===== src/rtl/core/clsr_pkg.sv =====
`timescale 1ns / 1ps

package clsr_pkg;

    // field widths
    localparam int VAL_W  = 31;
    localparam int PROD_W = 47;            // 31-bit state times 16-bit multiplier

    // shuffle table
    localparam int TABLE_DEPTH  = 32;
    localparam int ADDR_W       = $clog2(TABLE_DEPTH);
    localparam int WARMUP_STEPS = 8;
    localparam int CNT_W        = $clog2(TABLE_DEPTH + WARMUP_STEPS);

    // generator constants
    localparam logic [VAL_W-1:0] MOD_ONE  = 31'd2147483563;   // 2^31 - 85
    localparam logic [VAL_W-1:0] MOD_TWO  = 31'd2147483399;   // 2^31 - 249
    localparam logic [7:0]       FOLD_ONE = 8'd85;
    localparam logic [7:0]       FOLD_TWO = 8'd249;
    localparam logic [15:0]      MUL_ONE  = 16'd40014;
    localparam logic [15:0]      MUL_TWO  = 16'd40692;
    localparam logic [VAL_W-1:0] SEED_TWO_RESET = 31'd123456789;
    localparam logic [VAL_W-1:0] OUT_SPAN = 31'd2147483562;
    localparam logic [26:0]      SLOT_DIV = 27'd67108862;     // 2^26 - 2

    // p mod m for m = 2^31 - fold, p < 2^47: fold the top bits once,
    // the sum stays below 2m so one subtract finishes it
    function automatic logic [VAL_W-1:0] mod_fold(input logic [PROD_W-1:0] p,
                                                  input logic [7:0] fold,
                                                  input logic [VAL_W-1:0] m);
        logic [31:0] s;
        s = 32'(p[PROD_W-1:VAL_W]) * 32'(fold) + 32'(p[VAL_W-1:0]);
        if (s >= 32'(m))
            s = s - 32'(m);
        return s[VAL_W-1:0];
    endfunction

    // floor(x / (2^26 - 2)) masked to the table depth
    function automatic logic [ADDR_W-1:0] slot_of(input logic [VAL_W-1:0] x);
        logic [ADDR_W-1:0] q;
        logic [26:0]       r;
        q = x[30:26];
        r = {1'b0, x[25:0]} + {21'd0, q, 1'b0};
        if (r >= SLOT_DIV)
            q = q + ADDR_W'(1);
        return q;
    endfunction

endpackage


===== src/rtl/core/combined_lcg_shuffle_rng_top.sv =====
`timescale 1ns / 1ps

// Combined two-generator LCG with a 32-entry shuffle table.
// Request channel (req_valid/req_ready): operation 0 draws the next value,
// operation 1 reseeds from seed_value (zero taken as one) and then draws.
// Result channel (rsp_valid/rsp_ready): one item, random_value in
// 1..2147483562, per request item, in order.
// Steps: a draw goes from the accept through the table read and generator
// multiply, then the mod fold, then the combine, in which the result is
// registered. A reseed first runs 40 generator steps, each a
// registered multiply followed by a registered fold, writing the last 32
// into the table memory one entry per step, and then draws.
// Requests are taken one at a time; req_ready is high only while no item is
// in work. A result held by a stalled receiver does not block the next
// accept: the block stops only at its final step until the result register
// frees.
// Reset: generators to 1 and 123456789, last output to 0, and the table
// reads as all zeros through per-entry valid flags cleared at once.
module combined_lcg_shuffle_rng_top (
    input  logic                       clk,
    input  logic                       rst_n,
    input  logic                       req_valid,
    output logic                       req_ready,
    input  logic                       operation,
    input  logic [clsr_pkg::VAL_W-1:0] seed_value,
    output logic                       rsp_valid,
    input  logic                       rsp_ready,
    output logic [clsr_pkg::VAL_W-1:0] random_value
);
    import clsr_pkg::*;

    localparam logic [2:0] S_IDLE = 3'd0;
    localparam logic [2:0] S_SMUL = 3'd1;   // reseed: multiply
    localparam logic [2:0] S_SRED = 3'd2;   // reseed: fold, table fill
    localparam logic [2:0] S_DMUL = 3'd3;   // draw: multiply, table read
    localparam logic [2:0] S_DRED = 3'd4;   // draw: fold
    localparam logic [2:0] S_DOUT = 3'd5;   // draw: combine, write back

    localparam logic [CNT_W-1:0] CNT_START = CNT_W'(TABLE_DEPTH + WARMUP_STEPS - 1);

    logic [2:0]        state_reg, state_next;
    logic [CNT_W-1:0]  cnt_reg, cnt_next;
    logic [VAL_W-1:0]  x1_reg, x1_next;
    logic [VAL_W-1:0]  x2_reg, x2_next;
    logic [VAL_W-1:0]  last_reg, last_next;
    logic [PROD_W-1:0] prod1_reg, prod2_reg;
    logic [ADDR_W-1:0] rd_addr_reg;
    logic [VAL_W-1:0]  rd_data_reg;
    logic              rd_valid_reg;
    logic [TABLE_DEPTH-1:0] valid_reg;
    logic              rsp_valid_reg;
    logic [VAL_W-1:0]  rsp_data_reg;

    // table memory
    logic [VAL_W-1:0]  table_mem [TABLE_DEPTH];

    logic              req_fire;
    logic              out_free;
    logic              wr_en;
    logic [ADDR_W-1:0] wr_addr;
    logic [VAL_W-1:0]  wr_data;
    logic [VAL_W-1:0]  red1;
    logic [VAL_W-1:0]  red2;
    logic [ADDR_W-1:0] slot;
    logic [VAL_W-1:0]  tbl_val;
    logic [32:0]       diff;
    logic [32:0]       diff_adj;
    logic [VAL_W-1:0]  result;
    logic [VAL_W-1:0]  seed_fix;

    assign req_ready    = (state_reg == S_IDLE);
    assign req_fire     = req_valid && req_ready;
    assign out_free     = !rsp_valid_reg || rsp_ready;
    assign rsp_valid    = rsp_valid_reg;
    assign random_value = rsp_data_reg;

    assign red1 = mod_fold(prod1_reg, FOLD_ONE, MOD_ONE);
    assign red2 = mod_fold(prod2_reg, FOLD_TWO, MOD_TWO);
    assign slot = slot_of(last_reg);

    assign seed_fix = (seed_value == '0) ? VAL_W'(1) : seed_value;

    // combine: table entry minus generator two, wrapped into 1..span
    assign tbl_val  = rd_valid_reg ? rd_data_reg : '0;
    assign diff     = {2'b00, tbl_val} - {2'b00, x2_reg};
    assign diff_adj = (diff[32] || diff == '0) ? diff + {2'b00, OUT_SPAN} : diff;
    assign result   = diff_adj[VAL_W-1:0];

    // table writes: fill during reseed, write-back of the new x1 on a draw
    always_comb
    begin
        wr_en   = 1'b0;
        wr_addr = rd_addr_reg;
        wr_data = x1_reg;
        if (state_reg == S_SRED && cnt_reg < CNT_W'(TABLE_DEPTH))
        begin
            wr_en   = 1'b1;
            wr_addr = cnt_reg[ADDR_W-1:0];
            wr_data = red1;
        end
        else if (state_reg == S_DOUT && out_free)
        begin
            wr_en = 1'b1;
        end
    end

    always_comb
    begin
        state_next = state_reg;
        cnt_next   = cnt_reg;
        x1_next    = x1_reg;
        x2_next    = x2_reg;
        last_next  = last_reg;
        case (state_reg)
            S_IDLE:
            begin
                if (req_fire)
                begin
                    if (operation)
                    begin
                        x1_next    = seed_fix;
                        x2_next    = seed_fix;
                        cnt_next   = CNT_START;
                        state_next = S_SMUL;
                    end
                    else
                    begin
                        state_next = S_DMUL;
                    end
                end
            end
            S_SMUL:
            begin
                state_next = S_SRED;
            end
            S_SRED:
            begin
                x1_next = red1;
                if (cnt_reg == '0)
                begin
                    last_next  = red1;          // slot 0 holds the last fill
                    state_next = S_DMUL;
                end
                else
                begin
                    cnt_next   = cnt_reg - CNT_W'(1);
                    state_next = S_SMUL;
                end
            end
            S_DMUL:
            begin
                state_next = S_DRED;
            end
            S_DRED:
            begin
                x1_next    = red1;
                x2_next    = red2;
                state_next = S_DOUT;
            end
            S_DOUT:
            begin
                if (out_free)
                begin
                    last_next  = result;
                    state_next = S_IDLE;
                end
            end
            default:
            begin
                state_next = S_IDLE;
            end
        endcase
    end

    always_ff @(posedge clk or negedge rst_n)
    begin
        if (!rst_n)
        begin
            state_reg     <= S_IDLE;
            cnt_reg       <= '0;
            x1_reg        <= VAL_W'(1);
            x2_reg        <= SEED_TWO_RESET;
            last_reg      <= '0;
            valid_reg     <= '0;
            rsp_valid_reg <= 1'b0;
        end
        else
        begin
            state_reg <= state_next;
            cnt_reg   <= cnt_next;
            x1_reg    <= x1_next;
            x2_reg    <= x2_next;
            last_reg  <= last_next;
            if (wr_en)
                valid_reg[wr_addr] <= 1'b1;
            if (state_reg == S_DOUT && out_free)
                rsp_valid_reg <= 1'b1;
            else if (rsp_ready)
                rsp_valid_reg <= 1'b0;
        end
    end

    // datapath registers
    always_ff @(posedge clk)
    begin
        prod1_reg <= PROD_W'(x1_reg) * PROD_W'(MUL_ONE);
        prod2_reg <= PROD_W'(x2_reg) * PROD_W'(MUL_TWO);
        if (state_reg == S_DMUL)
        begin
            rd_addr_reg  <= slot;
            rd_valid_reg <= valid_reg[slot];
        end
        if (state_reg == S_DOUT && out_free)
            rsp_data_reg <= result;
    end

    // table memory: one write port, one registered read port
    always_ff @(posedge clk)
    begin
        if (wr_en)
            table_mem[wr_addr] <= wr_data;
        if (state_reg == S_DMUL)
            rd_data_reg <= table_mem[slot];
    end

    // an accepted item always leaves the idle state
    a_busy_after_accept: assert property (@(posedge clk) disable iff (!rst_n)
        req_fire |=> state_reg != S_IDLE)
        else $error("block idle after accepting an item");

    // results always lie in the generator output range
    a_result_range: assert property (@(posedge clk) disable iff (!rst_n)
        rsp_valid_reg |-> (rsp_data_reg != '0 && rsp_data_reg <= OUT_SPAN))
        else $error("result out of range");

    // final draw step waits while the result register is still occupied
    a_hold_on_stall: assert property (@(posedge clk) disable iff (!rst_n)
        (state_reg == S_DOUT && rsp_valid_reg && !rsp_ready) |=> state_reg == S_DOUT)
        else $error("draw completed over a pending result");

    // reseed step counter stays within the warm-up plus fill length
    a_cnt_bound: assert property (@(posedge clk) disable iff (!rst_n)
        cnt_reg <= CNT_START)
        else $error("reseed counter out of range");

endmodule

===== config.mk =====
export PLATFORM = sky130hd
export DESIGN_NAME = combined_lcg_shuffle_rng_top
export DESIGN_NICKNAME = d
export VERILOG_FILES = /design/src/rtl/core/clsr_pkg.sv /design/src/rtl/core/combined_lcg_shuffle_rng_top.sv
export SDC_FILE = /design/constraint.sdc
export NUM_CORES = 2
export LEC_CHECK = 0
export ABC_AREA = 1
export BUFFER_PORTS_ARGS = -buffer_cell sky130_fd_sc_hd__buf_4
export CORE_UTILIZATION = 55
export CTS_CLUSTER_DIAMETER = 50
export DETAILED_ROUTE_END_ITERATION = 10
export HOLD_SLACK_MARGIN = 0.06
export PLACE_DENSITY_LB_ADDON = 0.08
export SETUP_SLACK_MARGIN = 0.2
export SLEW_MARGIN = 20
export SYNTH_ARGS = -nofsm -noshare
export SYNTH_HDL_FRONTEND = slang
export SYNTH_SLANG_ARGS = --single-unit

===== constraint.sdc =====
create_clock -name clk -period 8.1 [get_ports clk]
set_input_delay 0.81 -clock clk [delete_from_list [all_inputs] [get_ports clk]]
set_output_delay 0.81 -clock clk [all_outputs]
set_load 0.05 [all_outputs]

==> out/metrics.csv <==
metric;value;unit
status;completed;
rows;143;
postLayoutCoreUtil;60.8;%
fmax;0.153;GHz
maxCapViolations;0;
grt_pass1_vias;62200;
coreArea;152000;µm²
critPathKind;reg2reg;
ctsHoldBuffers;0;
crit_arrival;7.23;ns
tritoncts;built;
grt_setup_unrepaired;false;
die_y;393;µm
syn_area;84200;µm²
max_stage_delay;0.56;ns
synth_nets;10200;
worstPathMaxFanout;33;
dp_slack;1.56;ns
antenna_found_initial;7;
finalMaxSlewViolations;0;
nets;10200;
period_share;80.8;%
hpwlAfterDp;179000;µm
syn_to_final_growth;9.66;%
fin_setup_tns;0;ns
synth_area_per_cell;9.10;µm²
htreeDepth;4;
fin_area;92300;µm²
drt-total-wl;265000;µm
drtIter0Drc;6581;
avgViaCountPerCell;5.69;
dieArea;155000;µm²
synthDistinctLibCells;58;
cts_num_sinks;1285;
layout-drive-gt1-share;5.97;%
hp-class;in2async;
grt_max_degree;185;
syn_inst;9252;
first_pass_iters;7;
end_kind;flop;
period_needed;6.54;ns
cts_root_buf;clkbuf_16;
clock_latency;0.84;ns
boundaryPins;69;
wl_per_cell;23.2;µm
worstMarginPinSlew;1.14;ns
cts_inserted_buffers;155;
relSlewSlack;24.1;%
setup_ws;1.56;ns
yosys_warnings;0;
grt_usage;34.4;%
postCtsSetupRepairBufs;0;
drtAntennaViolNets;0;
grt_pass1_wl;393000;µm
dpl_cell_area;87300;µm²
cp-start-kind;flop;
synth_area_leaders;edfxtp_1 (38%), fa_1 (11%), nand3_1 (8.4%), inv_1 (8.2%), nand2_1 (7.9%);
ctsResizeCount;0;
yosys.area.top_type_share;37.8;%
clkTransAtPathRegs;0.06;ns
skew;0.0559;ns
dieWidth;393;µm
crit_top_cell;nand2_1;
io_buffers;68;
hold_viol_final;0;
grt_overflow;0;
cts_buffer_depth;3;
gpl.final_weighted_congestion;0.990;
largest_register_ffs;992;
setup_violations;0;
vias;65000;
start_util;55.4;%
critPathRequiredTime;8.78;ns
synth_seq_cells;1285;
drc;0;
yosys.area.top_type;edfxtp_1;
yosysSeqAreaShare;44.0;%
crit_path_top_delay_cell;fa_1;
layer usage:
| layer | wire length (µm) | global-route usage, % |
|---|---|---|
| met3 | 23700 | 5.69 |
| met1 | 113000 | 49.6 |
| met4 | 9460 | 12.0 |
| met2 | 118000 | 52.6 |
| met5 | 0 | 0 |
path summary, 6_finish.rpt:
check	from	to	slack [ns]	cells past startpoint
max	prod2_reg[32]$_DFF_P_	x2_reg[9]$_DFFE_PN0P_	1.56	29
min	rst_n	x1_reg[1]$_DFFE_PN0P_	0.07	1
max reg2reg	prod2_reg[32]$_DFF_P_	x2_reg[9]$_DFFE_PN0P_	1.56	29
min reg2reg	valid_reg[29]$_DFFE_PN0N_	valid_reg[29]$_DFFE_PN0N_	0.46	2
max in group asynchronous	rst_n	x2_reg[9]$_DFFE_PN0P_	6.75	2
min in group clk	rsp_ready	rsp_valid$_DFFE_PN0P_	0.19	2
cell families (layout without fill, tap and decap cells):
| logic type | count (synthesis) | count (layout) | synth area share (%) |
|---|---|---|---|
| other | 0 | 1 | 0 |
| flip-flops | 1285 | 1285 | 44.0 |
| AND/OR/NAND/NOR | 4071 | 4071 | 22.1 |
| adder cells (fa/ha/maj) | 937 | 937 | 17.9 |
| AO/OA/AOI/OAI | 593 | 593 | 3.86 |
| buffers and inverters | 2176 | 2311 | 10.1 |
| XOR/XNOR | 190 | 190 | 2.02 |
cells in the mapped netlist (all sizes together):
library cell	number
a211oi	1
a21boi	6
a21o	17
a21oi	248
a221oi	1
a22oi	3
a31o	1
a31oi	46
and2	3
and3	3
buf	240
clkbuf	99
dfrtp	117
dfstp	17
dfxtp	91
edfxtp	1060
fa	447
ha	490
inv	1837
nand2	1783
nand3	1418
nand3b	330
nand4	42
nor2	433
nor3	38
nor4	15
o2111ai	2
o211ai	13
o21a	15
o21ai	218
o21bai	11
o221a	1
o221ai	2
o22ai	4
o311ai	2
o31ai	2
or2	6
xnor2	53
xor2	137
worst max-delay path, delay by kind of cell (launching register included):
kind / cells / cell delay, ns
simple gates: 16 / 2.16
compound gates: 1 / 0.09
buf+inv: 5 / 0.69
flops: 1 / 0.44
xor+xnor: 2 / 0.65
fa+ha+maj: 5 / 2.39
cells in the final DEF (no fill, tap or decap), types with 7 or more instances in the layout:
master	Yosys	layout
nand3_1	1415	1414
nor2_1	423	386
nor2_4	3	39
inv_8	0	7
o21bai_1	11	11
buf_12	0	10
a21oi_1	247	247
inv_1	1829	1827
nand2_1	1767	1764
a21o_1	17	17
inv_6	0	13
nand2_2	12	13
clkinv_2	0	17
o21a_1	15	15
clkinv_16	0	11
nor2_2	7	8
dfrtp_1	117	117
nor3_1	38	38
nand3b_1	330	330
a31oi_1	46	23
buf_4	5	183
edfxtp_1	1060	1060
clkbuf_16	0	156
dfstp_2	17	17
clkbuf_1	99	31
o21ai_1	18	17
o21ai_0	199	192
clkinv_1	0	27
nand4_1	42	42
ha_1	490	490
fa_1	447	447
o211ai_1	12	12
nor4_1	15	15
xnor2_1	52	52
dfxtp_1	91	91
xor2_1	133	133
a31oi_2	0	23
stage by stage:
step | cells | hold slack, ns
floorplan | 9252 | 0.427
global placement | 11100 | 0.439
detailed placement | 11100 | 0.445
CTS | 11400 | 0.0637
global route | 11400 | 0.108
finish | 11400 | 0.0666
area by class of cell:
type / count / area, µm²
fill: 13100 / 59600
clock inverter: 90 / 982
sequential: 1285 / 37000
antenna: 1 / 2.50
tap: 2030 / 2540
clock buffer: 190 / 4060
inverter: 1837 / 6910
multi-input combinational: 5791 / 39200
timing repair buffer: 194 / 1590
Power is not shown: default switching activity piles up to over one toggle a cycle in this logic, so the estimate is an artifact.
